[config.mk]
export PLATFORM = sky130hd
export DESIGN_NAME = bra_fifo
export DESIGN_NICKNAME = d
export VERILOG_FILES = /design/src/bitset_range_any_engine_macros.svh /design/src/bra_fifo.sv
export SDC_FILE = /design/constraint.sdc
export NUM_CORES = 1
export LEC_CHECK = 0
export BUFFER_PORTS_ARGS = -buffer_cell sky130_fd_sc_hd__buf_2
export CAP_MARGIN = 40
export CORE_UTILIZATION = 48
export CTS_CLUSTER_DIAMETER = 80
export CTS_CLUSTER_SIZE = 30
export DETAILED_ROUTE_END_ITERATION = 7
export MAX_ROUTING_LAYER = met4
export PLACE_DENSITY = 0.76
export SYNTH_ARGS = -nofsm -noshare
export SYNTH_HDL_FRONTEND = slang
export SYNTH_SLANG_ARGS = --single-unit
[constraint.sdc]
create_clock -name i_clk -period 1.4 [get_ports i_clk]
set_input_delay 0.14 -clock i_clk [delete_from_list [all_inputs] [get_ports i_clk]]
set_output_delay 0.14 -clock i_clk [all_outputs]
set_load 0.03 [all_outputs]
[src/bitset_range_any_engine_macros.svh]
// Assertion wrappers for the bit store block.
`ifndef BITSET_RANGE_ANY_ENGINE_MACROS_SVH
`define BITSET_RANGE_ANY_ENGINE_MACROS_SVH
`ifndef ASSERT_OFF
`define BRA_ASSERT(label, prop, msg) \
    label: assert property (@(posedge i_clk) disable iff (!i_rst_n) prop) else $error(msg);
`define BRA_ASSERT_ALWAYS(label, prop, msg) \
    label: assert property (@(posedge i_clk) prop) else $error(msg);
`else
`define BRA_ASSERT(label, prop, msg)
`define BRA_ASSERT_ALWAYS(label, prop, msg)
`endif
`endif

[src/bra_fifo.sv]
module bra_fifo #(
    parameter int W     = 8,
    parameter int DEPTH = 2,
    localparam int PW   = (DEPTH > 1) ? $clog2(DEPTH) : 1,
    localparam int CW   = $clog2(DEPTH + 1)
) (
    input  logic         i_clk,
    input  logic         i_rst_n,
    input  logic         i_push,
    input  logic [W-1:0] i_wdata,
    input  logic         i_pop,
    output logic [W-1:0] o_rdata,
    output logic         o_full,
    output logic         o_empty
);

    logic [W-1:0]  r_mem [DEPTH];
    logic [PW-1:0] r_wr;
    logic [PW-1:0] r_rd;
    logic [CW-1:0] r_cnt;

    assign o_full  = (r_cnt == CW'(DEPTH));
    assign o_empty = (r_cnt == '0);
    assign o_rdata = r_mem[r_rd];

    always_ff @(posedge i_clk) begin
        if (i_push) begin
            r_mem[r_wr] <= i_wdata;
        end
    end

    always_ff @(posedge i_clk) begin
        if (!i_rst_n) begin
            r_wr  <= '0;
            r_rd  <= '0;
            r_cnt <= '0;
        end else begin
            if (i_push) begin
                r_wr <= (r_wr == PW'(DEPTH - 1)) ? '0 : r_wr + 1'b1;
            end
            if (i_pop) begin
                r_rd <= (r_rd == PW'(DEPTH - 1)) ? '0 : r_rd + 1'b1;
            end
            if (i_push && !i_pop) begin
                r_cnt <= r_cnt + 1'b1;
            end else if (i_pop && !i_push) begin
                r_cnt <= r_cnt - 1'b1;
            end
        end
    end

endmodule

==> summary.md <==
| Metric | Value |
|---|---|
| Fin. max-slew vios | 0 |
| Final min period | 1.36 ns |
| TritonCTS clock tree | done |
| Mapped Cells | 47 |
| Max VDD drop | 0.000888 V |
| CTS Buffer Depth | 2 |
| Critical Path Slowest Stage Cell | dfxtp_4 |
| Chip height | 42.7 um |
| Routability Congestion | 0.665 |
| Commonest non-fill, non-tap cell in the layout | buf_2 |
| Setup crit start kind | flop |
| Die Wd | 42.7 um |
| Layout Utilization | 63.6% |
| Syn Nets | 60 |
| Distinct cell type count after synthesis | 16 |
| Cell Pwr Density | 1270 nW/um2 |
| Final Hold Vio Count | 0 |
| Starting Density | 52.1% |
| Relative slew slack | 75.0% |
| Vias post-DR | 450 |
| Register-to-Register Path Depth | 3 |
| Number of synthesized register bits | 21 |
| Avg Cell Area, Syn | 16.9 um2 |
| First-pass GRT wire length | 1760 um |
| Clk root buf | clkbuf_4 |
| Filler cells | 124 |
| GRT Resource Usage Total | 13.9% |
| PortBufs | 21 |
| I/O pin count | 22 |
| Hold buffer count at CTS | 0 |
| H-Tree Depth | 1 |
| Leakage power | 0.391 nW |
| Critical path class | reg -> out |
| Hold Crit Endpoint | r_mem[0][2] |
| Max incr delay on CP | 0.42 ns |
| Sink Count | 21 |
| Post-synth top area share | 60.5% |
| Layout cells sized above 1 | 49.3% |
| Drt drc | 0 |
| Worst-path maximum fanout | 8 |
| Worst R2R Start | r_cnt[0] |
| Commonest cells after routing, fill and taps aside | buf_2 (17), edfxtp_1 (16), mux2_2 (8) |
| Final wirelength | 1100 um |
| RSZ-0062 raised after global routing | yes |
| Largest net degree at the start of global routing | 12 |
| Largest area contributor in the netlist | edfxtp_1 |
| Critical Path End Type | output port |
| Synthesized cell area | 795 um2 |
| Die Area | 1820 um2 |
| Worst slew pin tran | 0.376 ns |
| Area Growth Syn to Fin | 22.0% |
| Clock Latency Late Sink | 0.29 ns |
| Top cells by area, synth | edfxtp_1 (60%), dfxtp_1 (13%), mux2_2 (11%) |
| Total grt overflow | 0 |
| CTS Buf Count | 3 |
| Hold Path Class | in -> reg |
| Drt via density | 5.06 |
| Family with the most delay on the worst path | flip-flops |
| RR Endpoint | r_cnt[1] |
| Worst hold path depth | 1 |
| Worst Path Required | 1.26 ns |
| Achievable clock frequency | 737 MHz |
| Core area | 1520 um2 |
| Max_cap viols | 0 |
| Worst EP arrival | 1.22 ns |
| Vias in the first global route | 422 |
| Wirelength per Cell | 12.4 um |
| Rows | 14 |
| Initial antenna violation count | 0 |
| Worst path cell trace | mux2_2 > buf_2 |
| Warning count from the yosys run | 0 |
| R2r setup slk | 0.32 ns |
| Final ANT Viol Nets | 0 |
| Seq/Total Area, Yosys | 73.1% |
| DRT iter0 DRCs | 1 |
| Clock-pin slew on the worst setup and hold paths | 0.11 ns |
| Buffers plus inverters on the worst setup path | 1 |
| Final Setup Violations | 0 |
| Status | finished, final reports clean |
| Tcrit/Tclk final | 96.9% |
| Setup TNS | 0 ns |
| Worst Skew | 0.00420 ns |
| DRT Pass-1 Iters | 4 |
| Hold path start | i_wdata[2] |
| Antenna Cells | 0 |
| Nets | 87 |
-- worst max path at each step --
stage	start	to	slack, ns	cells past startpoint
after detailed placement	flop	o_rdata[4]	0.19	2
after global routing	flop	o_rdata[4]	-0.003	2
after floorplan	r_wr	r_mem[0][0]	0.30	1
final	flop	o_rdata[5]	0.04	2
after CTS	flop	o_rdata[4]	0.02	2
after global placement	flop	o_rdata[0]	0.20	2
-- stage by stage --
| step | worst slack, ns | power, mW | hold slack (ns) | area, um2 | instances |
|---|---|---|---|---|---|
| finish | 0.0428 | 1.23 | 0.0295 | 970 | 89 |
| global placement | 0.202 | 0.963 | 0.330 | 930 | 85 |
| global route | -0.00329 | 1.29 | 0.0125 | 970 | 89 |
| floorplan | 0.296 | 0.900 | 0.239 | 795 | 47 |
| detailed placement | 0.192 | 0.970 | 0.331 | 930 | 85 |
| CTS | 0.0225 | 1.23 | 0.0262 | 960 | 89 |
-- worst reg2reg max path, delay by kind of cell, from the launching register on --
family / cells / cell delay (ns)
AO/OA/AOI/OAI: 1 / 0.15
flip-flops: 1 / 0.37
XOR/XNOR: 1 / 0.18
AND/OR/NAND/NOR: 1 / 0.32
-- repair_timing --
| action | CTS | global route |
|---|---|---|
| endpoints found under the setup margin | 8 | 4 |
| buffers inserted | 0 | 0 |
| resized for setup | 2 | 8 |
-- cell families after synthesis --
| group | Yosys count | share of synthesized area, % |
|---|---|---|
| fa+ha+maj | 1 | 1.57 |
| xor+xnor | 3 | 3.31 |
| mux | 8 | 11.3 |
| simple gates | 9 | 7.09 |
| buf+inv | 2 | 1.10 |
| compound gates | 3 | 2.52 |
| flops | 21 | 73.1 |
-- synth_stat cells --
cell type / count
mux2_2: 8
or3_1: 1
dfxtp_1: 5
and2b_2: 1
a21boi_1: 1
inv_1: 1
o21ai_0: 1
o21a_1: 1
edfxtp_1: 16
nor2b_1: 2
nor2_1: 1
buf_2: 1
and2_1: 4
xnor2_1: 1
ha_1: 1
xor2_1: 2
-- cell type report --
type	instances	area [um2]	share of cell area [%]
repair buffers	23	130	13.4
flip-flops and latches	21	584	60.3
multi-input cells	24	205	21.2
inverters	1	3.75	0.387
well taps	16	20.0	2.06
clock buffers	4	26.3	2.71
-- layer usage --
metal  GRT usage, %  routed length (um)
met1           15.3                 471
met2           22.4                 568
met3           5.53                  52
met4           5.63                  11
met5              -                   0
-- where the power goes --
part	internal (mW)	switching (mW)
registers	0.713	0.0244
logic	0.0980	0.125
clock network	0.111	0.163
-- registers in the layout, indices dropped and copies added, names as in the netlist, named ones only --
signal,count
r_rd,1
r_mem,16
r_wr,1
r_cnt,2
No activity file was read; power rests on OpenSTA's default activity.
