`src/bitset_range_any_engine_macros.svh`:
```
// Assertion wrappers for the bit store block.
`ifndef BITSET_RANGE_ANY_ENGINE_MACROS_SVH
`define BITSET_RANGE_ANY_ENGINE_MACROS_SVH
`ifndef ASSERT_OFF
`define BRA_ASSERT(label, prop, msg) \
    label: assert property (@(posedge i_clk) disable iff (!i_rst_n) prop) else $error(msg);
`define BRA_ASSERT_ALWAYS(label, prop, msg) \
    label: assert property (@(posedge i_clk) prop) else $error(msg);
`else
`define BRA_ASSERT(label, prop, msg)
`define BRA_ASSERT_ALWAYS(label, prop, msg)
`endif
`endif

```
`src/bra_pkg.sv`:
```
package bra_pkg;

    localparam int COUNT_W     = 13;
    localparam int INDEX_W     = 12;
    localparam int QUEUE_DEPTH = 2;

    typedef enum logic [1:0] {
        REQ_CLEAR = 2'd0,
        REQ_GET   = 2'd1,
        REQ_SET   = 2'd2,
        REQ_ANY   = 2'd3
    } t_req;

    // work handed from front to back
    typedef enum logic [1:0] {
        OP_DONE  = 2'd0,
        OP_CLEAR = 2'd1,
        OP_SET   = 2'd2,
        OP_SCAN  = 2'd3
    } t_op;

endpackage

```
`src/bra_if.sv`:
```
interface bra_req_if;
    logic                         valid;
    logic                         ready;
    logic [1:0]                   req_type;
    logic [bra_pkg::COUNT_W-1:0]  bit_count;
    logic [bra_pkg::INDEX_W-1:0]  bit_index;
    logic                         new_value;
    logic [bra_pkg::COUNT_W-1:0]  range_low;
    logic [bra_pkg::COUNT_W-1:0]  range_high;

    modport source (output valid, req_type, bit_count, bit_index, new_value, range_low,
                    range_high, input ready);
    modport sink (input valid, req_type, bit_count, bit_index, new_value, range_low,
                  range_high, output ready);
endinterface


```
`src/bra_front.sv`:
```
module bra_front #(
    parameter int NUM_BITS  = 4096,
    parameter int WORD_BITS = 32,
    localparam int NUM_WORDS = (NUM_BITS + WORD_BITS - 1) / WORD_BITS,
    localparam int AW        = (NUM_WORDS > 1) ? $clog2(NUM_WORDS) : 1,
    localparam int CMD_W     = $bits(bra_pkg::t_op) + 2 + 2 * AW + 2 * WORD_BITS
) (
    input  logic             i_clk,
    input  logic             i_rst_n,
    bra_req_if.sink          i_req,
    input  logic             i_init_busy,
    input  logic             i_full,
    output logic             o_push,
    output logic [CMD_W-1:0] o_cmd
);

    localparam int BW    = $clog2(WORD_BITS);
    // reciprocal scaling, exact for every 13-bit dividend
    localparam int SHIFT = 20;
    localparam int RECIP = (2 ** SHIFT + WORD_BITS - 1) / WORD_BITS;
    localparam logic [WORD_BITS-1:0] ALL = '1;
    localparam logic [WORD_BITS-1:0] ONE = {{(WORD_BITS - 1){1'b0}}, 1'b1};

    typedef struct packed {
        bra_pkg::t_op         op;
        logic                 bad;
        logic                 set_val;
        logic [AW-1:0]        word_lo;
        logic [AW-1:0]        word_hi;
        logic [WORD_BITS-1:0] mask_lo;
        logic [WORD_BITS-1:0] mask_hi;
    } t_cmd;

    typedef struct packed {
        logic [12:0]   q;
        logic [BW-1:0] r;
    } t_dm;

    function automatic t_dm split(input logic [12:0] x);
        logic [31:0] prod;
        t_dm         d;
        prod = 32'(x) * 32'(RECIP);
        d.q  = 13'(prod >> SHIFT);
        d.r  = BW'(x - 13'(d.q * 13'(WORD_BITS)));
        return d;
    endfunction

    logic [bra_pkg::COUNT_W-1:0] r_size;
    t_cmd                        cmd;
    t_dm                         d_idx;
    t_dm                         d_lo;
    t_dm                         d_hm;

    assign i_req.ready = !i_full && !i_init_busy;
    assign o_push      = i_req.valid && i_req.ready;
    assign o_cmd       = cmd;

    always_comb begin
        d_idx = split({1'b0, i_req.bit_index});
        d_lo  = split(i_req.range_low);
        d_hm  = split(i_req.range_high - 13'd1);

        cmd         = '0;
        cmd.op      = bra_pkg::OP_DONE;
        cmd.set_val = i_req.new_value;
        unique case (bra_pkg::t_req'(i_req.req_type))
            bra_pkg::REQ_CLEAR: begin
                if (32'(i_req.bit_count) > 32'(NUM_BITS)) begin
                    cmd.bad = 1'b1;
                end else begin
                    cmd.op = bra_pkg::OP_CLEAR;
                end
            end
            bra_pkg::REQ_GET, bra_pkg::REQ_SET: begin
                if ({1'b0, i_req.bit_index} >= r_size) begin
                    cmd.bad = 1'b1;
                end else begin
                    // a get is a one-word scan with a single-bit mask
                    cmd.op      = (bra_pkg::t_req'(i_req.req_type) == bra_pkg::REQ_GET)
                                  ? bra_pkg::OP_SCAN : bra_pkg::OP_SET;
                    cmd.word_lo = d_idx.q[AW-1:0];
                    cmd.word_hi = d_idx.q[AW-1:0];
                    cmd.mask_lo = ONE << d_idx.r;
                    cmd.mask_hi = ONE << d_idx.r;
                end
            end
            bra_pkg::REQ_ANY: begin
                if (i_req.range_low > r_size || i_req.range_high > r_size) begin
                    cmd.bad = 1'b1;
                end else if (i_req.range_low < i_req.range_high) begin
                    cmd.op      = bra_pkg::OP_SCAN;
                    cmd.word_lo = d_lo.q[AW-1:0];
                    cmd.word_hi = d_hm.q[AW-1:0];
                    cmd.mask_lo = ALL << d_lo.r;
                    cmd.mask_hi = ALL >> (BW'(WORD_BITS - 1) - d_hm.r);
                end
            end
        endcase
    end

    // size tracked here so later words classify against it in order
    always_ff @(posedge i_clk) begin
        if (!i_rst_n) begin
            r_size <= '0;
        end else if (o_push && cmd.op == bra_pkg::OP_CLEAR) begin
            r_size <= i_req.bit_count;
        end
    end

endmodule

```
`src/flat_wrapper.sv`:
```
// flat-port wrapper written by rule: the top's interface ports become plain ports
module bra_front_flat 
#(
    parameter int NUM_BITS  = 4096,
    parameter int WORD_BITS = 32,
    localparam int NUM_WORDS = (NUM_BITS + WORD_BITS - 1) / WORD_BITS,
    localparam int AW        = (NUM_WORDS > 1) ? $clog2(NUM_WORDS) : 1,
    localparam int CMD_W     = $bits(bra_pkg::t_op) + 2 + 2 * AW + 2 * WORD_BITS
)
  (i_clk, i_rst_n, i_init_busy, i_full, o_push, o_cmd, i_req_valid, i_req_req_type, i_req_bit_count, i_req_bit_index, i_req_new_value, i_req_range_low, i_req_range_high, i_req_ready);
  bra_req_if i_req_i ();
  input  logic i_clk;
  input  logic i_rst_n;
  input  logic i_init_busy;
  input  logic i_full;
  output logic o_push;
  output logic [CMD_W-1:0] o_cmd;
  input wire logic [$bits(i_req_i.valid)-1:0] i_req_valid;
  input wire logic [$bits(i_req_i.req_type)-1:0] i_req_req_type;
  input wire logic [$bits(i_req_i.bit_count)-1:0] i_req_bit_count;
  input wire logic [$bits(i_req_i.bit_index)-1:0] i_req_bit_index;
  input wire logic [$bits(i_req_i.new_value)-1:0] i_req_new_value;
  input wire logic [$bits(i_req_i.range_low)-1:0] i_req_range_low;
  input wire logic [$bits(i_req_i.range_high)-1:0] i_req_range_high;
  output wire logic [$bits(i_req_i.ready)-1:0] i_req_ready;
  assign i_req_i.valid = i_req_valid;
  assign i_req_i.req_type = i_req_req_type;
  assign i_req_i.bit_count = i_req_bit_count;
  assign i_req_i.bit_index = i_req_bit_index;
  assign i_req_i.new_value = i_req_new_value;
  assign i_req_i.range_low = i_req_range_low;
  assign i_req_i.range_high = i_req_range_high;
  assign i_req_ready = i_req_i.ready;
  bra_front #(.NUM_BITS(NUM_BITS), .WORD_BITS(WORD_BITS)) u_core (.i_clk(i_clk), .i_rst_n(i_rst_n), .i_req(i_req_i), .i_init_busy(i_init_busy), .i_full(i_full), .o_push(o_push), .o_cmd(o_cmd));
endmodule
```
`config.mk`:
```
export PLATFORM = sky130hd
export DESIGN_NAME = bra_front_flat
export DESIGN_NICKNAME = d
export VERILOG_FILES = /design/src/bitset_range_any_engine_macros.svh /design/src/bra_pkg.sv /design/src/bra_if.sv /design/src/bra_front.sv /design/src/flat_wrapper.sv
export SDC_FILE = /design/constraint.sdc
export NUM_CORES = 1
export LEC_CHECK = 0
export BUFFER_PORTS_ARGS = -buffer_cell sky130_fd_sc_hd__buf_2
export CAP_MARGIN = 20
export CORE_MARGIN = 3
export CORE_UTILIZATION = 50
export DETAILED_ROUTE_END_ITERATION = 10
export HOLD_SLACK_MARGIN = 0.05
export PLACE_DENSITY = 0.81
export SETUP_SLACK_MARGIN = 0.15
export SKIP_LAST_GASP = 1
export SLEW_MARGIN = 10
export SYNTH_ARGS = -nofsm -noshare
export SYNTH_HDL_FRONTEND = slang
export SYNTH_SLANG_ARGS = --single-unit
```
`constraint.sdc`:
```
create_clock -name i_clk -period 4.85 [get_ports i_clk]
set_input_delay 0.7275 -clock i_clk [delete_from_list [all_inputs] [get_ports i_clk]]
set_output_delay 0.7275 -clock i_clk [all_outputs]
set_load 0.02 [all_outputs]
```
==> flow_summary.yaml <==
critical_path:
  critPathMaxStageDelay_ns: 0.45
  cp.required_ns: 4.12
  cp_data_arrival_time_ns: 3.56
  path_buf_inv: 3
  cp-start-kind: "input port"
  critPathMaxFanout: 21
  endpoint_kind: "primary output"
  slowest_stage: "and2_1"
  cpLargestDelayFamily: "compound AO/OA/AOI/OAI gates"
  critical_path.cell_chain: "buf_2 > ha_1 > a21o_1 > a31oi_1 > o21ai_0 > a21oi_4 > buf_4 > and2_1 > nand3_1 > o21ai_0 > buf_2"
  worstSetupPathType: "in2out"
routing:
  vias: 4823
  drcViolationCount: 0
  via_per_inst: 6.35
  drt-total-wl_um: 13700
  avgRoutedWirePerCell_um: 18.0
  first_pass_iters: 6
  ant_nets: 0
  drt_iter0_drc: 525
layout:
  drive_gt1_share_pct: 23.8
  syn2layout_area_growth_pct: 20.5
  top_regs: "u_core.r_size x13"
  num_antenna_cells: 0
  area.sequential_um2: 260
  largest_reg_flops: 13
  nets: 780
  post-route-util_pct: 63.5
  fill_cells: 639
  multi_input_area_um2: 3100
  top_register: "u_core.r_size"
timing:
  worst_pin_slew_ns: 1.01
  finalClockSkew_ns: 0.00218
  max_freq_mhz: 233
  finalHoldViolations: 0
  maxSlewHeadroom_pct: 32.3
  final_max_slew_viol_count: 0
  layout_min_cycle_time_ns: 4.29
  min_period_over_period_pct: 88.5
  setup_tns_ns: 0
  rsz0062_at_grt: "false"
  setup_viol: 0
floorplanning:
  row_count: 30
  start_util_pct: 52.7
  die_y_um: 91.6
  coreArea_um2: 6940
  die_w_um: 91.6
  die_area_um2: 8390
  io_pins: 143
logic_synthesis:
  synthArstFlopShare_pct: 0
  syn-num-nets: 673
  syn_avg_cell_area_um2: 6.57
  synth_cells: 557
  synth-warning-count: 0
  synth_edf_count: 0
  seq_area_frac_synth_pct: 7.11
  synth_most_common_cell: "a21oi_1"
  synth_top_area_cell: "ha_1"
  ys_types: 47
  synth_area_um2: 3660
  yosys_most_used_dff: "dfxtp_1"
  yosys.area.top_type_share_pct: 19.5
  yosys_register_bits: 13
  synth_area_leaders: "ha_1, a21oi_1, dfxtp_1"
  synthTopCellsByCount: "a21oi_1, nand2_1, ha_1"
run:
  maxCapViolCount: 0
power_and_ir_drop:
  power_density_nw_per_um2: 113
  p_leak_nw: 2.02
  p_comb_share_pct: 58.5
  power.switching_w: 0.000233
  switching_share_pct: 46.6
  p_clk_share_pct: 19.5
  total_power_w: 0.000499
  intPower_w: 0.000266
  seqPwrFrac_pct: 22.0
  ir_drop_uv: 158
clock_network:
  cts.path.max_buffers: 2
  clockRootBuffer: "clkbuf_8"
  cts_tree: "done"
  clk_pin_slew_ns: 0.05
  ctsResizeCount: 0
  cts_sinks: 13
  postCtsSetupRepairBufs: 0
  cts_hold_buf: 0
  clock_latency_ns: 0.24
  cts-buffers-inserted: 3
  htree_levels: 1
placement:
  dp.final_hpwl_um: 10800
  port_buffers: 140
  gp_congestion: 1.01
worst_hold_path:
  hp-class: "reg2reg"
grt:
  antenna_found_initial: 0
  grt_util_all_layers_pct: 30.4
  grt_max_degree: 61
  grt_first_pass_wirelength_um: 21300
  grt_pass1_vias: 4375
  grt.overflow.total: 0
run_status:
  outcome: "complete, no violations"
==> worst register-to-register path: cells and delay by family, from the launching register on <==
| family | cells | cell delay [ns] |
|---|---|---|
| compound gates | 4 | 1.16 |
| fa+ha+maj | 1 | 0.31 |
| buf+inv | 2 | 0.34 |
| flops | 1 | 0.34 |
| mux | 1 | 0.21 |
| simple gates | 2 | 0.39 |
==> final timing paths <==
check	from	end	slack [ns]	cells past startpoint
max	i_req_range_low[2]	o_cmd[34]	0.56	11
min	u_core.r_size[9]$_SDFFE_PN0P_	u_core.r_size[9]$_SDFFE_PN0P_	0.45	2
max reg2reg	u_core.r_size[7]$_SDFFE_PN0P_	u_core.r_size[8]$_SDFFE_PN0P_	1.96	10
min reg2reg	u_core.r_size[9]$_SDFFE_PN0P_	u_core.r_size[9]$_SDFFE_PN0P_	0.45	2
==> layer usage <==
metal | track usage, % | vias up | part of all wire (%)
met3 | 2.15 | 33 | 10
met2 | 47.7 | 308 | 45
met5 | 0 | - | 0
met1 | 44.0 | 2216 | 43
met4 | 9.30 | 0 | 2.1
li1 | - | 2266 | -
==> kinds of logic after synthesis <==
logic type	Yosys count	share of synthesized area [%]
AOI/OAI and AO/OA	154	26.2
xor gates and xnor gates	11	2.63
adders and majority gates	57	19.5
buffers and inverters	78	8.72
DFF	13	7.11
muxes	13	3.55
and+or+nand+nor	231	32.3
==> power groups by stage <==
stage | registers, W | clock network [W] | logic (W)
final | 0.000110 | 0.0000971 | 0.000292
after global routing | 0.000110 | 0.000105 | 0.000319
after CTS | 0.000110 | 0.0000975 | 0.000286
after detailed placement | 0.000112 | 0 | 0.000284
after global placement | 0.000112 | 0 | 0.000278
after floorplan | 0.000112 | 0 | 0.000185
==> area by class of cell <==
cell class	instances	area share, %
clock buffers	4	1.02
inverters	33	2.81
multi-input cells	466	70.2
flip-flops and latches	13	5.90
well taps	96	2.72
repair buffers	147	17.4
==> layout by cell type, fill, tap and decap left out, drive strengths merged, types with 15 or more instances in the layout <==
cell type / synthesis / layout
buf: 12 / 147
a21oi: 76 / 76
nand2: 65 / 65
ha: 57 / 57
nor2: 43 / 43
nand3: 43 / 43
inv: 33 / 33
o21ai: 22 / 22
nand4: 21 / 21
a32oi: 17 / 17
nand4b: 15 / 15
o211ai: 15 / 15
==> through the flow <==
stage	hold WS [ns]	worst slack [ns]	std cells	instance area, µm²
6_report	0.455	0.560	759	4410
5_1_grt	0.477	0.437	759	4410
4_1_cts	0.457	0.651	759	4410
3_5_place_dp	0.450	0.654	755	4370
3_3_place_gp	0.445	0.777	755	4370
2_1_floorplan	0.435	1.36	557	3660
Power figures use the tool's default switching activity.
